File: src/sv/pca_pkg.sv
// Shared types, constants and arithmetic helpers for the pixel color adjust block.
package pca_pkg;

	localparam int NUM_STAGES = 7;

	localparam logic [11:0] LUMA_R = 12'd819;
	localparam logic [11:0] LUMA_G = 12'd2867;
	localparam logic [11:0] LUMA_B = 12'd410;

	localparam logic [12:0] Q_ONE = 13'd4096;

	typedef enum logic [2:0] {
		REG_SATURATION_GAIN   = 3'd0,
		REG_EXPOSURE_GAIN     = 3'd1,
		REG_CONTRAST_GAIN     = 3'd2,
		REG_BRIGHTNESS_OFFSET = 3'd3,
		REG_LEVEL_LOW         = 3'd4,
		REG_LEVEL_SPAN_RECIP  = 3'd5
	} cfg_index_t;

	typedef struct packed {
		logic signed [15:0] saturation_gain;
		logic signed [15:0] exposure_gain;
		logic signed [15:0] contrast_gain;
		logic signed [15:0] brightness_offset;
		logic signed [15:0] level_low;
		logic signed [15:0] level_span_recip;
	} gains_t;

	// Load enables of the pipeline registers, one per stage.
	typedef struct packed {
		logic s1;
		logic s2;
		logic s3;
		logic s4;
		logic s5;
		logic s6;
		logic s7;
	} adv_t;

	// 8-bit channel to Q4.12: floor((c*4096 + 127) / 255).
	// c*4096 = 255*16c + 16c, so only floor((16c + 127) / 255) is left,
	// done as a multiply by 257 with the +1 correction.
	function automatic logic [12:0] to_q12(input logic [7:0] c);
		logic [12:0] m1;
		logic [21:0] prod;
		m1 = {1'b0, c, 4'b0000} + 13'd128;
		prod = 22'(m1) * 22'd257;
		return {1'b0, c, 4'b0000} + {7'b0, prod[21:16]};
	endfunction

	// floor((p + 2048) / 4096) of a product whose magnitude stays within 2^30.
	function automatic logic signed [19:0] q_round(input logic signed [31:0] p);
		logic signed [32:0] t;
		t = {p[31], p} + 33'sd2048;
		return t[31:12];
	endfunction

	// Saturate to the Q4.12 range.
	function automatic logic signed [15:0] sat_q(input logic signed [21:0] v);
		logic signed [15:0] r;
		if (v > 22'sd32767) begin
			r = 16'sh7fff;
		end else if (v < -22'sd32768) begin
			r = 16'sh8000;
		end else begin
			r = v[15:0];
		end
		return r;
	endfunction

endpackage

File: src/sv/pca_front.sv
// Front stages: channel conversion to Q4.12 and luma.
module pca_front (
	input  logic                clk,
	input  pca_pkg::adv_t       adv,
	input  logic [7:0]          in_red,
	input  logic [7:0]          in_green,
	input  logic [7:0]          in_blue,
	output logic [12:0]         x_red,
	output logic [12:0]         x_green,
	output logic [12:0]         x_blue,
	output logic [12:0]         luma
);

	logic [12:0] xr_s1, xg_s1, xb_s1;
	logic [12:0] xr_s2, xg_s2, xb_s2;
	logic [12:0] luma_s2;
	logic [24:0] luma_sum;

	always_ff @(posedge clk) begin
		if (adv.s1) begin
			xr_s1 <= pca_pkg::to_q12(in_red);
			xg_s1 <= pca_pkg::to_q12(in_green);
			xb_s1 <= pca_pkg::to_q12(in_blue);
		end
	end

	always_comb begin
		luma_sum = 25'(xr_s1) * 25'(pca_pkg::LUMA_R)
			+ 25'(xg_s1) * 25'(pca_pkg::LUMA_G)
			+ 25'(xb_s1) * 25'(pca_pkg::LUMA_B)
			+ 25'd2048;
	end

	always_ff @(posedge clk) begin
		if (adv.s2) begin
			xr_s2   <= xr_s1;
			xg_s2   <= xg_s1;
			xb_s2   <= xb_s1;
			luma_s2 <= luma_sum[24:12];
		end
	end

	assign x_red   = xr_s2;
	assign x_green = xg_s2;
	assign x_blue  = xb_s2;
	assign luma    = luma_s2;

endmodule

File: config.mk
export PLATFORM = sky130hd
export DESIGN_NAME = pca_front
export DESIGN_NICKNAME = d
export VERILOG_FILES = /design/src/sv/pca_pkg.sv /design/src/sv/pca_front.sv
export SDC_FILE = /design/constraint.sdc
export NUM_CORES = 1
export LEC_CHECK = 0
export ABC_AREA = 1
export BUFFER_PORTS_ARGS = -buffer_cell sky130_fd_sc_hd__clkbuf_2
export CORE_ASPECT_RATIO = 0.5
export CORE_UTILIZATION = 51
export CTS_BUF_LIST = sky130_fd_sc_hd__clkbuf_8
export DETAILED_ROUTE_END_ITERATION = 8
export PLACE_DENSITY = 0.66
export SETUP_SLACK_MARGIN = 0.02
export SYNTH_ARGS = -nofsm -noshare
export SYNTH_HDL_FRONTEND = slang
export SYNTH_SLANG_ARGS = --single-unit
File: constraint.sdc
create_clock -name clk -period 20.2 [get_ports clk]
set_input_delay 4.04 -clock clk [delete_from_list [all_inputs] [get_ports clk]]
set_output_delay 4.04 -clock clk [all_outputs]
set_load 0.01 [all_outputs]
==> impl_metrics.toml <==
[timing]
hold_viol_final = 0
hold_slack_ns = 0.584
fin_skew_ns = 0.0220
final-setup-viol-count = 0
rsz0062_at_grt = "no"
period_minus_slack_ns = 8.86
post-route-period-util_pct = 43.8
tns_ns = 0
max_clock_freq_ghz = 0.113
relSlewSlack_pct = 30.6
tightest_slew_ns = 1.04
final-max-slew-violation-count = 0

[floorplan]
die-area_um2 = 24800
fp-row-count = 39
io_pins = 84
fp.dieH_um = 112
coreArea_um2 = 23300
die_x_um = 222
start_util_pct = 53.0

[min_path]
whs_path_depth = 0
hold_end = "x_blue[8]"
hold_class = "register to register"
min-delay-start = "xb_s1[8]"

[cts]
clock_path_buffers = 2
cts.repair.resized = 0
root_buffer = "clkbuf_8"
cts_setup_buffers = 0
hold_buffers = 0
clkTransAtPathRegs_ns = 0.11
htree_num_levels = 3
cts_inserted_buffers = 9
clk_latency_ns = 0.42
cts_tree = "done"
clock-sinks = 91

[synthesis]
yosys.area_share.xor_xnor_pct = 3.27
synthSimpleGateAreaFrac_pct = 8.00
synth_top_family_by_area = "adder cells"
netlist_area_um2 = 12300
yosysSeqAreaShare_pct = 22.2
synth_cell_types = 27
synth_fa_ha_area_share_pct = 50.6
muxShareOfSynthArea_pct = 0
syn_avg_cell_area_um2 = 9.83
ys.flop_type = "edfxtp_1"
yosysWarnings = 0
syn_inst = 1255
synth_compound_area_share_pct = 3.28
synth_edf_count = 91
async_flop_share_pct = 0
ys_ff_latch = 91

[placed_design]
io_buffers = 78
place_area_um2 = 13100
post-place-cells = 1645
place_congestion = 0.929
dp_hpwl_um = 23400

[finish]
design_area_um2 = 13300
diodes = 0
final_common_cell = "inv_1"
stdcell_count = 1661
mostFrequentLayoutCells = "414 x inv_1, 224 x ha_1, 172 x fa_1"
n_fill_cell = 2030
syn_to_final_growth_pct = 8.07
post_route_cells_drive_above_1_share_pct = 7.83
nets = 1777

[global_routing]
antenna_found_initial = 0
grt-ovfl-total = 0
grt_pass1_vias = 8924
grt_pass1_wl_um = 44400
grt_max_degree = 53
grt_use_total_pct = 23.7

[routing]
num_vias = 8186
drt_iter0_drc = 394
wl_um = 26800
dr.pass1.iters = 5
antenna_left = 0
viasPerCell = 4.93
drc_errors = 0
wl_per_cell_um = 16.1

[setup_path]
worst_ep_arrival_time_ns = 9.04
cpMostUsedCell = "fa_1"
reg2reg_from = "xb_s1[1]"
critical_path_class = "register to register"
cp_max_fo = 6
crit_path_top_delay_cell = "edfxtp_1"
ff2ff_path_depth = 33
slowest_delay_ns = 0.63
required_ns = 20.39
r2r_slack_ns = 11.34
rr_endpoint = "luma[8]"
endpoint_kind = "register"
start_kind = "register"

[job]
max_cap_violations = 0

[status]
status = "complete, no violations"
through the flow:
step	utilization (%)	setup WS, ns
after global routing	57.3	10.97
final	57.3	11.34
after floorplan	-	12.27
after global placement	56.4	11.58
after detailed placement	56.4	11.39
after CTS	57.3	11.36
layout make-up:
| cell class | instances | area (um^2) | area share (%) |
|---|---|---|---|
| flip-flops and latches | 91 | 2730 | 20.5 |
| multi-input cells | 754 | 8060 | 60.5 |
| repair buffers | 79 | 398 | 2.98 |
| clock buffers | 9 | 124 | 0.929 |
| clock inverters | 7 | 75.1 | 0.563 |
| inverters | 414 | 1550 | 11.7 |
| well taps | 307 | 384 | 2.88 |
sequential cells by signal, summed over array words and instances, names as in the netlist:
name     cells
luma        13
x_blue      13
x_green     13
x_red       13
xb_s1       13
xg_s1       13
xr_s1       13
worst max path at each step:
stage	from	to	depth (start not counted)
after floorplan	xb_s1[6]	luma[8]	33
after global placement	xb_s1[1]	luma[8]	33
after detailed placement	xb_s1[1]	luma[8]	33
after CTS	xb_s1[1]	luma[8]	33
after global routing	xb_s1[1]	luma[8]	33
final	xb_s1[1]	luma[8]	33
cell usage after synthesis (3+ instances only):
master	n	share of area (%)
inv_1	414	13
ha_1	224	23
fa_1	172	28
nand2_1	129	3.9
edfxtp_1	91	22
nor2_1	45	1.4
a21oi_1	42	1.7
xor2_1	31	2.2
nand3_1	30	1.2
o21ai_0	15	0.61
xnor2_1	15	1.1
nor3_1	11	0.45
a21o_1	7	0.43
o21bai_1	6	0.37
nand2_2	3	0.15
nor4_1	3	0.15
logic make-up after synthesis:
family,count (synthesis)
other,2
DFF,91
buffers and inverters,414
xor gates and xnor gates,46
AOI/OAI and AO/OA,73
and+or+nand+nor,233
adders and majority gates,396
worst max-delay path, delay by kind of cell (launching register included):
| family | cells | cell delay, ns |
|---|---|---|
| buffers and inverters | 7 | 0.35 |
| AO/OA/AOI/OAI | 6 | 1.16 |
| adder cells (fa/ha/maj) | 13 | 5.53 |
| flip-flops | 1 | 0.63 |
| XOR/XNOR | 2 | 0.60 |
| AND/OR/NAND/NOR | 5 | 0.33 |
layer usage:
layer,track usage (%),share of wire (%)
met1,31.4,47
met2,40.6,47
met3,4.62,4.7
met4,4.91,1.1
met5,0,0
Power is left out: the tool's default activity adds up to more than one toggle a clock period on the data nets, which glitch-free logic cannot reach.
