==> src/sv/pca_pkg.sv <==
// Shared types, constants and arithmetic helpers for the pixel color adjust block.
package pca_pkg;

	localparam int NUM_STAGES = 7;

	localparam logic [11:0] LUMA_R = 12'd819;
	localparam logic [11:0] LUMA_G = 12'd2867;
	localparam logic [11:0] LUMA_B = 12'd410;

	localparam logic [12:0] Q_ONE = 13'd4096;

	typedef enum logic [2:0] {
		REG_SATURATION_GAIN   = 3'd0,
		REG_EXPOSURE_GAIN     = 3'd1,
		REG_CONTRAST_GAIN     = 3'd2,
		REG_BRIGHTNESS_OFFSET = 3'd3,
		REG_LEVEL_LOW         = 3'd4,
		REG_LEVEL_SPAN_RECIP  = 3'd5
	} cfg_index_t;

	typedef struct packed {
		logic signed [15:0] saturation_gain;
		logic signed [15:0] exposure_gain;
		logic signed [15:0] contrast_gain;
		logic signed [15:0] brightness_offset;
		logic signed [15:0] level_low;
		logic signed [15:0] level_span_recip;
	} gains_t;

	// Load enables of the pipeline registers, one per stage.
	typedef struct packed {
		logic s1;
		logic s2;
		logic s3;
		logic s4;
		logic s5;
		logic s6;
		logic s7;
	} adv_t;

	// 8-bit channel to Q4.12: floor((c*4096 + 127) / 255).
	// c*4096 = 255*16c + 16c, so only floor((16c + 127) / 255) is left,
	// done as a multiply by 257 with the +1 correction.
	function automatic logic [12:0] to_q12(input logic [7:0] c);
		logic [12:0] m1;
		logic [21:0] prod;
		m1 = {1'b0, c, 4'b0000} + 13'd128;
		prod = 22'(m1) * 22'd257;
		return {1'b0, c, 4'b0000} + {7'b0, prod[21:16]};
	endfunction

	// floor((p + 2048) / 4096) of a product whose magnitude stays within 2^30.
	function automatic logic signed [19:0] q_round(input logic signed [31:0] p);
		logic signed [32:0] t;
		t = {p[31], p} + 33'sd2048;
		return t[31:12];
	endfunction

	// Saturate to the Q4.12 range.
	function automatic logic signed [15:0] sat_q(input logic signed [21:0] v);
		logic signed [15:0] r;
		if (v > 22'sd32767) begin
			r = 16'sh7fff;
		end else if (v < -22'sd32768) begin
			r = 16'sh8000;
		end else begin
			r = v[15:0];
		end
		return r;
	endfunction

endpackage

==> src/sv/pca_pkg_top_placeholder_unused.sv <==
// Stage valid tracking and hold logic for the pixel color adjust pipeline.
module pca_ctrl (
	input  logic                                 clk,
	input  logic                                 arst_n,
	input  logic                                 in_valid,
	input  logic                                 out_stall,
	output logic                                 in_stall,
	output logic                                 out_valid,
	output pca_pkg::adv_t                        adv
);

	logic [pca_pkg::NUM_STAGES:1]   valid_q;
	logic [pca_pkg::NUM_STAGES+1:1] rdy;
	logic [pca_pkg::NUM_STAGES:0]   vin;

	// A stage takes a new item when it is empty or its item moves on.
	always_comb begin
		rdy[pca_pkg::NUM_STAGES+1] = !out_stall;
		for (int k = pca_pkg::NUM_STAGES; k >= 1; k--) begin
			rdy[k] = !valid_q[k] || rdy[k+1];
		end
		vin = {valid_q, in_valid};
	end

	always_ff @(posedge clk or negedge arst_n) begin
		if (!arst_n) begin
			valid_q <= '0;
		end else begin
			for (int k = 1; k <= pca_pkg::NUM_STAGES; k++) begin
				if (rdy[k]) begin
					valid_q[k] <= vin[k-1];
				end
			end
		end
	end

	assign adv.s1    = rdy[1];
	assign adv.s2    = rdy[2];
	assign adv.s3    = rdy[3];
	assign adv.s4    = rdy[4];
	assign adv.s5    = rdy[5];
	assign adv.s6    = rdy[6];
	assign adv.s7    = rdy[7];
	assign in_stall  = !rdy[1];
	assign out_valid = valid_q[pca_pkg::NUM_STAGES];

endmodule

==> config.mk <==
export PLATFORM = sky130hd
export DESIGN_NAME = pca_ctrl
export DESIGN_NICKNAME = d
export VERILOG_FILES = /design/src/sv/pca_pkg.sv /design/src/sv/pca_pkg_top_placeholder_unused.sv
export SDC_FILE = /design/constraint.sdc
export NUM_CORES = 1
export LEC_CHECK = 0
export BUFFER_PORTS_ARGS = -buffer_cell sky130_fd_sc_hd__clkbuf_2
export CAP_MARGIN = 10
export CELL_PAD_IN_SITES_DETAIL_PLACEMENT = 1
export CELL_PAD_IN_SITES_GLOBAL_PLACEMENT = 2
export CORE_AREA = 2 2 39 41
export CTS_CLUSTER_DIAMETER = 150
export CTS_CLUSTER_SIZE = 14
export DETAILED_ROUTE_END_ITERATION = 10
export DIE_AREA = 0 0 41 43
export PLACE_DENSITY = 0.62
export SYNTH_ARGS = -nofsm -noshare
export SYNTH_HDL_FRONTEND = slang
export SYNTH_SLANG_ARGS = --single-unit
==> constraint.sdc <==
create_clock -name clk -period 2.35 [get_ports clk]
set_input_delay 0.235 -clock clk [delete_from_list [all_inputs] [get_ports clk]]
set_output_delay 0.235 -clock clk [all_outputs]
set_load 0.05 [all_outputs]
==> flow_summary.yaml <==
final_layout:
  area_growth_pct: 34.5
  largest_register_ffs: 7
  regMostFlops: "valid_q"
  drive_above_1_share_pct: 43.9
  antennaDiodeCount: 0
  reg_top3: "valid_q (7)"
  fillers: 162
  fin_nets: 46
yosys:
  ys_seq_area_share_pct: 58.8
  synth_area_leaders: "dfrtp_1 (59%), nand2b_1 (6.3%), nand4_1 (4.2%)"
  synth_cell_types: 15
  synth_top_area_share_pct: 58.8
  ys_warn_count: 0
  postSynthAreaPerCell_sq_um: 11.5
  syn_area_sq_um: 298
  synth_area_leader_cell: "dfrtp_1"
  ys_seq_elements: 7
  syn_nets: 30
  synthCells: 26
critical_path:
  required_ns: 2.12
  r2r_cells: 2
  r2r-end: "valid_q[3]$_DFFE_PN0P_"
  critPathMaxFanout: 7
  endpoint: "adv[6]"
  cp.arrival_ns: 1.55
  ff2ff_setup_slack_ns: 1.28
  crit_type: "register to output port"
  worstSetupStartpointType: "register"
  crit_path_start: "valid_q[7]$_DFFE_PN0P_"
  crit_path_end_kind: "output port"
  r2r-start: "valid_q[6]$_DFFE_PN0P_"
grt:
  grt_max_degree: 9
  grt_use_total_pct: 9.19
  grt_overflow: 0
  antenna_found_initial: 0
  grt_pass1_wl_mm: 1.04
  grt_pass1_vias: 259
clocking:
  post_cts_buffers: 0
  h-tree-depth: 1
  clock_latency_ns: 0.26
  clock-sinks: 7
  cts-buffers-inserted: 3
  cts_tree: "built"
  cts_buffer_depth: 2
  cts-root-buf: "clkbuf_4"
  clk_pin_slew_ns: 0.06
drt:
  vias: 247
  wl_per_cell_microns: 11.1
  viasPerCell: 4.33
  drt_iter0_markers: 3
  ant_nets: 0
  first_pass_iters: 4
  totalWireLength_microns: 633
  drc: 0
power_and_ir_drop:
  leakagePower_nw: 0.185
  power_density_nw_per_um2: 1010
  vdd_drop_max_mv: 0.219
timing:
  finalMaxSlewViolations: 0
  min_period_over_period_pct: 75.8
  timing.fmax_mhz: 561
  setup_violations: 0
  finalClockSkew_ns: 0.00920
  setup_tns_ns: 0
  worst_slew_pin_slew_ns: 0.293
  period_needed_ns: 1.78
  relSlewSlack_pct: 80.4
  rsz0062_at_grt: "false"
  hold_viol: 0
  hold_ws_ns: 0.170
die:
  rows: 14
  start_util_pct: 21.5
  core_region_area_sq_um: 1380
  die_y_microns: 43
  pin_count: 13
  die_area_sq_um: 1760
  die_x_microns: 41
hold_path:
  hp-start: "in_valid"
  hold_class: "primary input to register"
  min_path_cells: 2
job:
  drv_cap: 0
run_status:
  status: "completed"
placement:
  port-buffer-count: 12
  gp_congestion: 0.716
-- through the flow --
stage	area (sq um)	instances	power (mW)	setup slack (ns)	utilization, %
floorplan	298	26	0.271	0.327	-
global placement	363	52	0.292	0.869	26.2
detailed placement	363	52	0.296	0.841	26.2
CTS	400	57	0.414	0.537	28.9
global route	400	57	0.437	0.449	28.9
finish	400	57	0.405	0.569	28.9
-- timing repair --
action                                 CTS  global route
gates resized for setup                  0             0
endpoints found under the hold margin    7             0
hold buffers                             1             0
setup endpoints to repair                0             0
-- cells in the mapped netlist (all sizes together) --
cell type  instances
a41o               1
a31o               1
o21bai             1
a21o               1
nand2b             3
buf                2
nor2               1
dfrtp              7
nand2              2
nand3              2
inv                1
nand4              2
and4               1
or2                1
-- cell type report --
| type | instances | area, sq um | area share (%) |
|---|---|---|---|
| clock buffer | 3 | 22.5 | 5.62 |
| clock inverter | 1 | 5.00 | 1.25 |
| inverter | 1 | 6.26 | 1.56 |
| multi-input combinational | 16 | 101 | 25.3 |
| sequential | 7 | 175 | 43.8 |
| tap | 16 | 20.0 | 5.00 |
| timing repair buffer | 13 | 70.1 | 17.5 |
-- worst min-delay path by stage --
stage	end
finish	valid_q[1]$_DFFE_PN0P_
global route	valid_q[1]$_DFFE_PN0P_
CTS	valid_q[1]$_DFFE_PN0P_
detailed placement	valid_q[4]$_DFFE_PN0P_
global placement	valid_q[4]$_DFFE_PN0P_
floorplan	valid_q[1]$_DFFE_PN0P_
-- critical path: stages (launching register included) --
cell and delay, ns:
dfrtp_1 0.38, and4_1 0.37, inv_4 0.07, or2_1 0.24, clkbuf_2 0.24
-- placed cells by master (no fill, tap or decap) --
cell / count
dlygate4sd3_1: 1
nand2b_1: 3
nand4_1: 2
a41o_1: 1
inv_4: 1
nand2_1: 2
a21o_1: 1
clkbuf_2: 12
a31o_2: 1
dfrtp_1: 7
clkinv_2: 1
o21bai_1: 1
and4_1: 1
clkbuf_4: 3
nor2_1: 1
or2_1: 1
nand3_1: 2
-- cells by family (layout without fill, tap and decap cells) --
family | count (synthesis) | in the layout | share of synthesized area [%]
DFF | 7 | 7 | 58.8
and+or+nand+nor | 12 | 12 | 22.7
AOI/OAI and AO/OA | 4 | 4 | 11.3
buffers and inverters | 3 | 18 | 7.14
-- routing by layer --
metal / wire, microns / vias to the layer above / global-route usage, %
met3: 41 / 0 / 3.14
met5: 0 / - / 0
met2: 327 / 8 / 12.2
met1: 264 / 119 / 11.1
met4: 0 / 0 / 8.00
li1: - / 120 / -
-- power breakdown --
| part | switching, mW | leakage (nW) | internal (mW) | total [mW] |
|---|---|---|---|---|
| combinational | 0.100 | 0.0938 | 0.0342 | 0.134 |
| sequential | 0.0201 | 0.0738 | 0.139 | 0.159 |
| clock | 0.0498 | 0.0177 | 0.0625 | 0.112 |
No activity file was read; power rests on OpenSTA's default activity.
