--- src/sv/pca_pkg.sv ---
// Shared types, constants and arithmetic helpers for the pixel color adjust block.
package pca_pkg;

	localparam int NUM_STAGES = 7;

	localparam logic [11:0] LUMA_R = 12'd819;
	localparam logic [11:0] LUMA_G = 12'd2867;
	localparam logic [11:0] LUMA_B = 12'd410;

	localparam logic [12:0] Q_ONE = 13'd4096;

	typedef enum logic [2:0] {
		REG_SATURATION_GAIN   = 3'd0,
		REG_EXPOSURE_GAIN     = 3'd1,
		REG_CONTRAST_GAIN     = 3'd2,
		REG_BRIGHTNESS_OFFSET = 3'd3,
		REG_LEVEL_LOW         = 3'd4,
		REG_LEVEL_SPAN_RECIP  = 3'd5
	} cfg_index_t;

	typedef struct packed {
		logic signed [15:0] saturation_gain;
		logic signed [15:0] exposure_gain;
		logic signed [15:0] contrast_gain;
		logic signed [15:0] brightness_offset;
		logic signed [15:0] level_low;
		logic signed [15:0] level_span_recip;
	} gains_t;

	// Load enables of the pipeline registers, one per stage.
	typedef struct packed {
		logic s1;
		logic s2;
		logic s3;
		logic s4;
		logic s5;
		logic s6;
		logic s7;
	} adv_t;

	// 8-bit channel to Q4.12: floor((c*4096 + 127) / 255).
	// c*4096 = 255*16c + 16c, so only floor((16c + 127) / 255) is left,
	// done as a multiply by 257 with the +1 correction.
	function automatic logic [12:0] to_q12(input logic [7:0] c);
		logic [12:0] m1;
		logic [21:0] prod;
		m1 = {1'b0, c, 4'b0000} + 13'd128;
		prod = 22'(m1) * 22'd257;
		return {1'b0, c, 4'b0000} + {7'b0, prod[21:16]};
	endfunction

	// floor((p + 2048) / 4096) of a product whose magnitude stays within 2^30.
	function automatic logic signed [19:0] q_round(input logic signed [31:0] p);
		logic signed [32:0] t;
		t = {p[31], p} + 33'sd2048;
		return t[31:12];
	endfunction

	// Saturate to the Q4.12 range.
	function automatic logic signed [15:0] sat_q(input logic signed [21:0] v);
		logic signed [15:0] r;
		if (v > 22'sd32767) begin
			r = 16'sh7fff;
		end else if (v < -22'sd32768) begin
			r = 16'sh8000;
		end else begin
			r = v[15:0];
		end
		return r;
	endfunction

endpackage

--- src/sv/pca_chan.sv ---
// Per-channel gain chain: saturation, exposure, contrast, offsets, span and output scaling.
module pca_chan (
	input  logic             clk,
	input  pca_pkg::adv_t    adv,
	input  pca_pkg::gains_t  gains,
	input  logic [12:0]      x,
	input  logic [12:0]      luma,
	output logic [7:0]       chan
);

	logic signed [31:0] p_s3;
	logic [12:0]        luma_s3;
	logic signed [31:0] p_s4;
	logic signed [31:0] p_s5;
	logic signed [31:0] p_s6;
	logic [7:0]         chan_s7;

	logic signed [13:0] diff;
	logic signed [15:0] s_val, t1, t2, t3, y;
	logic [12:0]        y_clamp;
	logic [20:0]        y_scaled;

	// Stage 3: distance from luma times saturation gain.
	always_comb begin
		diff = $signed({1'b0, x}) - $signed({1'b0, luma});
	end

	always_ff @(posedge clk) begin
		if (adv.s3) begin
			p_s3    <= 32'(diff) * 32'(gains.saturation_gain);
			luma_s3 <= luma;
		end
	end

	// Stage 4: add luma back, then exposure gain.
	always_comb begin
		s_val = pca_pkg::sat_q($signed({9'b0, luma_s3}) + 22'(pca_pkg::q_round(p_s3)));
	end

	always_ff @(posedge clk) begin
		if (adv.s4) begin
			p_s4 <= 32'(s_val) * 32'(gains.exposure_gain);
		end
	end

	// Stage 5: contrast gain.
	always_comb begin
		t1 = pca_pkg::sat_q(22'(pca_pkg::q_round(p_s4)));
	end

	always_ff @(posedge clk) begin
		if (adv.s5) begin
			p_s5 <= 32'(t1) * 32'(gains.contrast_gain);
		end
	end

	// Stage 6: brightness and black level, then span reciprocal.
	always_comb begin
		t2 = pca_pkg::sat_q(22'(pca_pkg::q_round(p_s5)));
		t3 = pca_pkg::sat_q(22'(t2) + 22'(gains.brightness_offset) - 22'(gains.level_low));
	end

	always_ff @(posedge clk) begin
		if (adv.s6) begin
			p_s6 <= 32'(t3) * 32'(gains.level_span_recip);
		end
	end

	// Stage 7: clamp to 0..1 and truncate to 8 bits.
	always_comb begin
		y = pca_pkg::sat_q(22'(pca_pkg::q_round(p_s6)));
		if (y[15]) begin
			y_clamp = '0;
		end else if (y > $signed({3'b000, pca_pkg::Q_ONE})) begin
			y_clamp = pca_pkg::Q_ONE;
		end else begin
			y_clamp = y[12:0];
		end
		y_scaled = {y_clamp, 8'b0} - 21'(y_clamp);
	end

	always_ff @(posedge clk) begin
		if (adv.s7) begin
			chan_s7 <= y_scaled[19:12];
		end
	end

	assign chan = chan_s7;

endmodule

--- config.mk ---
export PLATFORM = sky130hd
export DESIGN_NAME = pca_chan
export DESIGN_NICKNAME = d
export VERILOG_FILES = /design/src/sv/pca_pkg.sv /design/src/sv/pca_chan.sv
export SDC_FILE = /design/constraint.sdc
export NUM_CORES = 2
export LEC_CHECK = 0
export BUFFER_PORTS_ARGS = -buffer_cell sky130_fd_sc_hd__buf_2
export CORE_MARGIN = 2
export CORE_UTILIZATION = 31
export CTS_BUF_LIST = sky130_fd_sc_hd__clkbuf_16
export CTS_CLUSTER_DIAMETER = 50
export DETAILED_ROUTE_END_ITERATION = 10
export PLACE_DENSITY_LB_ADDON = 0.25
export SYNTH_ARGS = -nofsm -noshare
export SYNTH_HDL_FRONTEND = slang
export SYNTH_SLANG_ARGS = --single-unit
--- constraint.sdc ---
create_clock -name clk -period 20.1 [get_ports clk]
set_clock_uncertainty 0.2 [all_clocks]
set_input_delay 4.02 -clock clk [delete_from_list [all_inputs] [get_ports clk]]
set_output_delay 4.02 -clock clk [all_outputs]
set_load 0.02 [all_outputs]
==> out/qor.csv <==
stage;metric;value;unit
layout;Final #Nets;6322;
grt;vias in the first global route;33800;
logic_synthesis;syn nets;6286;
timing;fmax;73.6;MHz
critical_path;critical path required time;20.11;ns
hold_path;min-delay src;p_s6[22];
route;DRC;0;
floorplan;Die Height;382;um
job;max_cap viols;0;
critical_path;Slowest cell on crit path;o21ai_1;
floorplan;starting density of the core;31.3;%
timing;Final min period;13.59;ns
critical_path;CP Class;primary input to register;
grt;total gr overflow;0;
clock_tree;Inserted Clock Buffers;9;
timing;Final Setup Violations;0;
critical_path;CP peak stage delay;0.78;ns
placed_design;routability cong.;0.807;
critical_path;Worst setup SP type;primary input;
timing;worst-margin pin slew;1.13;ns
route;Vias;30800;
timing;Worst slew margin;24.7;%
critical_path;r2r worst-path depth;38;
route;1st-pass router iterations;5;
route;initial DRC count;1275;
logic_synthesis;#FFs+latches synth;103;
hold_path;Hold Path Class;register to register;
logic_synthesis;Most used DFF post-synth;edfxtp_1;
clock_tree;CTS tree;yes;
logic_synthesis;Synth cell types;80;
logic_synthesis;most instantiated library cell after synthesis;inv_1;
route;Wirelength per Cell;15.8;um
floorplan;Ports;138;
critical_path;CP max FO;16;
logic_synthesis;cell count after synthesis;4779;
logic_synthesis;Post-Syn Area;44300;um2
placed_design;dpl hpwl;89500;um
clock_tree;Clock Latency Late Sink;0.41;ns
critical_path;delay-heaviest family, CP;compound AO/OA/AOI/OAI gates;
grt;largest net degree at the start of global routing;33;
route;Vias/cell;4.58;
logic_synthesis;post-synth top area cell;fa_1;
logic_synthesis;Avg Inst Size Synth;9.26;um2
layout;layout cells sized above 1;4.88;%
route;Post-DRT Antenna Nets;0;
layout;area grow syn2layout;6.99;%
timing;count of pins over their slew limit;0;
hold_path;hold path depth;3;
timing;setup TNS;0;ns
timing;Final Hold Violating Endpoints;0;
route;met3 WL;2690;um
clock_tree;CTS H-tree depth;3;
critical_path;reg-to-reg endpoint;p_s6[31];
logic_synthesis;Post-synth EDFFs;103;
route;Max Used Layer;met5;
critical_path;worst r2r src;p_s5[11];
route;WL met1;48400;um
clock_tree;CTS sink cnt;103;
clock_tree;clock slew at reported path FFs;0.08;ns
floorplan;Core ar.;142000;um2
route;met2 WL;52900;um
critical_path;R2R Setup Slk;7.52;ns
grt;Total GRT Usage;15.3;%
clock_tree;CTS Hold Bufs;0;
floorplan;die area;146000;um2
run_status;run status;complete, no violations;
timing;RSZ-0062 raised after global routing;false;
logic_synthesis;post-synth top area share;46.1;%
grt;global-route wire length before repair;179000;um
floorplan;Site Rows;138;
clock_tree;Clock Tree Root;clkbuf_16;
clock_tree;Clock Tree Buf Depth;2;
critical_path;CP Depth;31;
floorplan;die width;382;um
placed_design;IO buf count;135;
critical_path;CP Buf/Inv Count;5;
critical_path;Data arrival, critical path;13.60;ns
hold_path;Hold Path End;chan[6];
grt;initial antenna violation count;7;
clock_tree;Post-CTS Setup Inserts;0;
critical_path;CP endpoint kind;register;
logic_synthesis;ranking of synthesized cells by area;fa_1, ha_1, inv_1;
route;final wirelength;106000;um
logic_synthesis;Syn. warnings;0;
clock_tree;# resized after CTS;0;
logic_synthesis;fraction of registers with async set/reset;0;%
logic_synthesis;Synth top cells by count;inv_1, fa_1, nand2_1;
logic_synthesis;sequential share of the synthesized area;6.99;%
critical_path;CP most frequent cell;fa_1;
timing;period utilisation layout;67.6;%
## cell families (layout without fill, tap and decap cells)
group,count (synthesis),in the layout,synth area share (%)
AO/OA/AOI/OAI,397,397,5.90
XOR/XNOR,210,210,4.16
adder cells (fa/ha/maj),1377,1377,56.2
buffers and inverters,1252,1293,10.6
flip-flops,103,103,6.99
multiplexers,6,6,0.139
other,0,2,0
AND/OR/NAND/NOR,1434,1434,16.0
## state kept, by name (all words and copies together), names as in the netlist
register	flops
p_s4	21
chan	8
p_s3	19
p_s5	21
p_s6	21
luma_s3	13
## worst reg2reg max path, delay by kind of cell, from the launching register on
kind / cells / cell delay, ns
XOR/XNOR: 2 / 0.46
buffers and inverters: 4 / 0.24
AO/OA/AOI/OAI: 14 / 5.35
AND/OR/NAND/NOR: 8 / 1.44
adder cells (fa/ha/maj): 10 / 4.31
flip-flops: 1 / 0.37
## cell usage in the layout, fill, tap and decap left out, types with 9 or more instances in the layout
master,n
edfxtp_1,103
nand2b_1,22
nor4_1,9
xnor2_1,144
buf_4,32
clkbuf_16,9
fa_1,1020
a21oi_1,108
a21o_1,62
a21boi_0,13
xor2_1,63
nand3_1,46
nor3_1,29
o21bai_1,12
nand4_1,26
and3_1,19
nor2_1,146
nor2b_1,75
and2_1,380
buf_2,135
o21a_1,33
inv_1,1110
a211oi_1,12
ha_1,357
or3_1,10
or2_2,24
o21ai_1,9
nand2_1,615
o21ai_0,75
## layout make-up
type,count,area (um2)
Clock buffer,9,225
Fill cell,14800,94200
Tap cell,1890,2360
Inverter,1110,4170
Sequential cell,103,3090
Timing Repair Buffer,167,916
Antenna cell,2,5.00
Clock inverter,7,82.6
Multi-Input combinational cell,3424,36500
## stage by stage
stage | hold WS [ns] | instance area [um2] | std cells | utilization, % | worst slack [ns]
detailed placement | 0.726 | 47000 | 6694 | 33.2 | 6.08
CTS | 0.729 | 47400 | 6710 | 33.4 | 6.53
floorplan | 0.556 | 44300 | 4779 | - | 7.22
global placement | 0.683 | 47000 | 6694 | 33.2 | 6.13
finish | 0.724 | 47400 | 6712 | 33.4 | 6.51
global route | 0.784 | 47400 | 6710 | 33.4 | 5.69
## per-layer routing
layer / vias to the layer above / global-route usage (%)
met5: - / 0
met4: 6 / 2.97
met3: 77 / 1.68
met2: 383 / 26.8
met1: 15900 / 20.3
li1: 14400 / -
## how the worst max path moves through the flow
stage              start        to  slack (ns)
2_1_floorplan  gains[33]  p_s6[30]        7.22
3_3_place_gp   gains[17]  p_s6[31]        6.13
3_5_place_dp   gains[17]  p_s6[31]        6.08
4_1_cts        gains[17]  p_s6[31]        6.53
5_1_grt          luma[1]  p_s3[29]        5.69
6_report       gains[17]  p_s6[31]        6.51
Power is left out: the tool's default activity adds up to more than one toggle a clock period on the data nets, which glitch-free logic cannot reach.
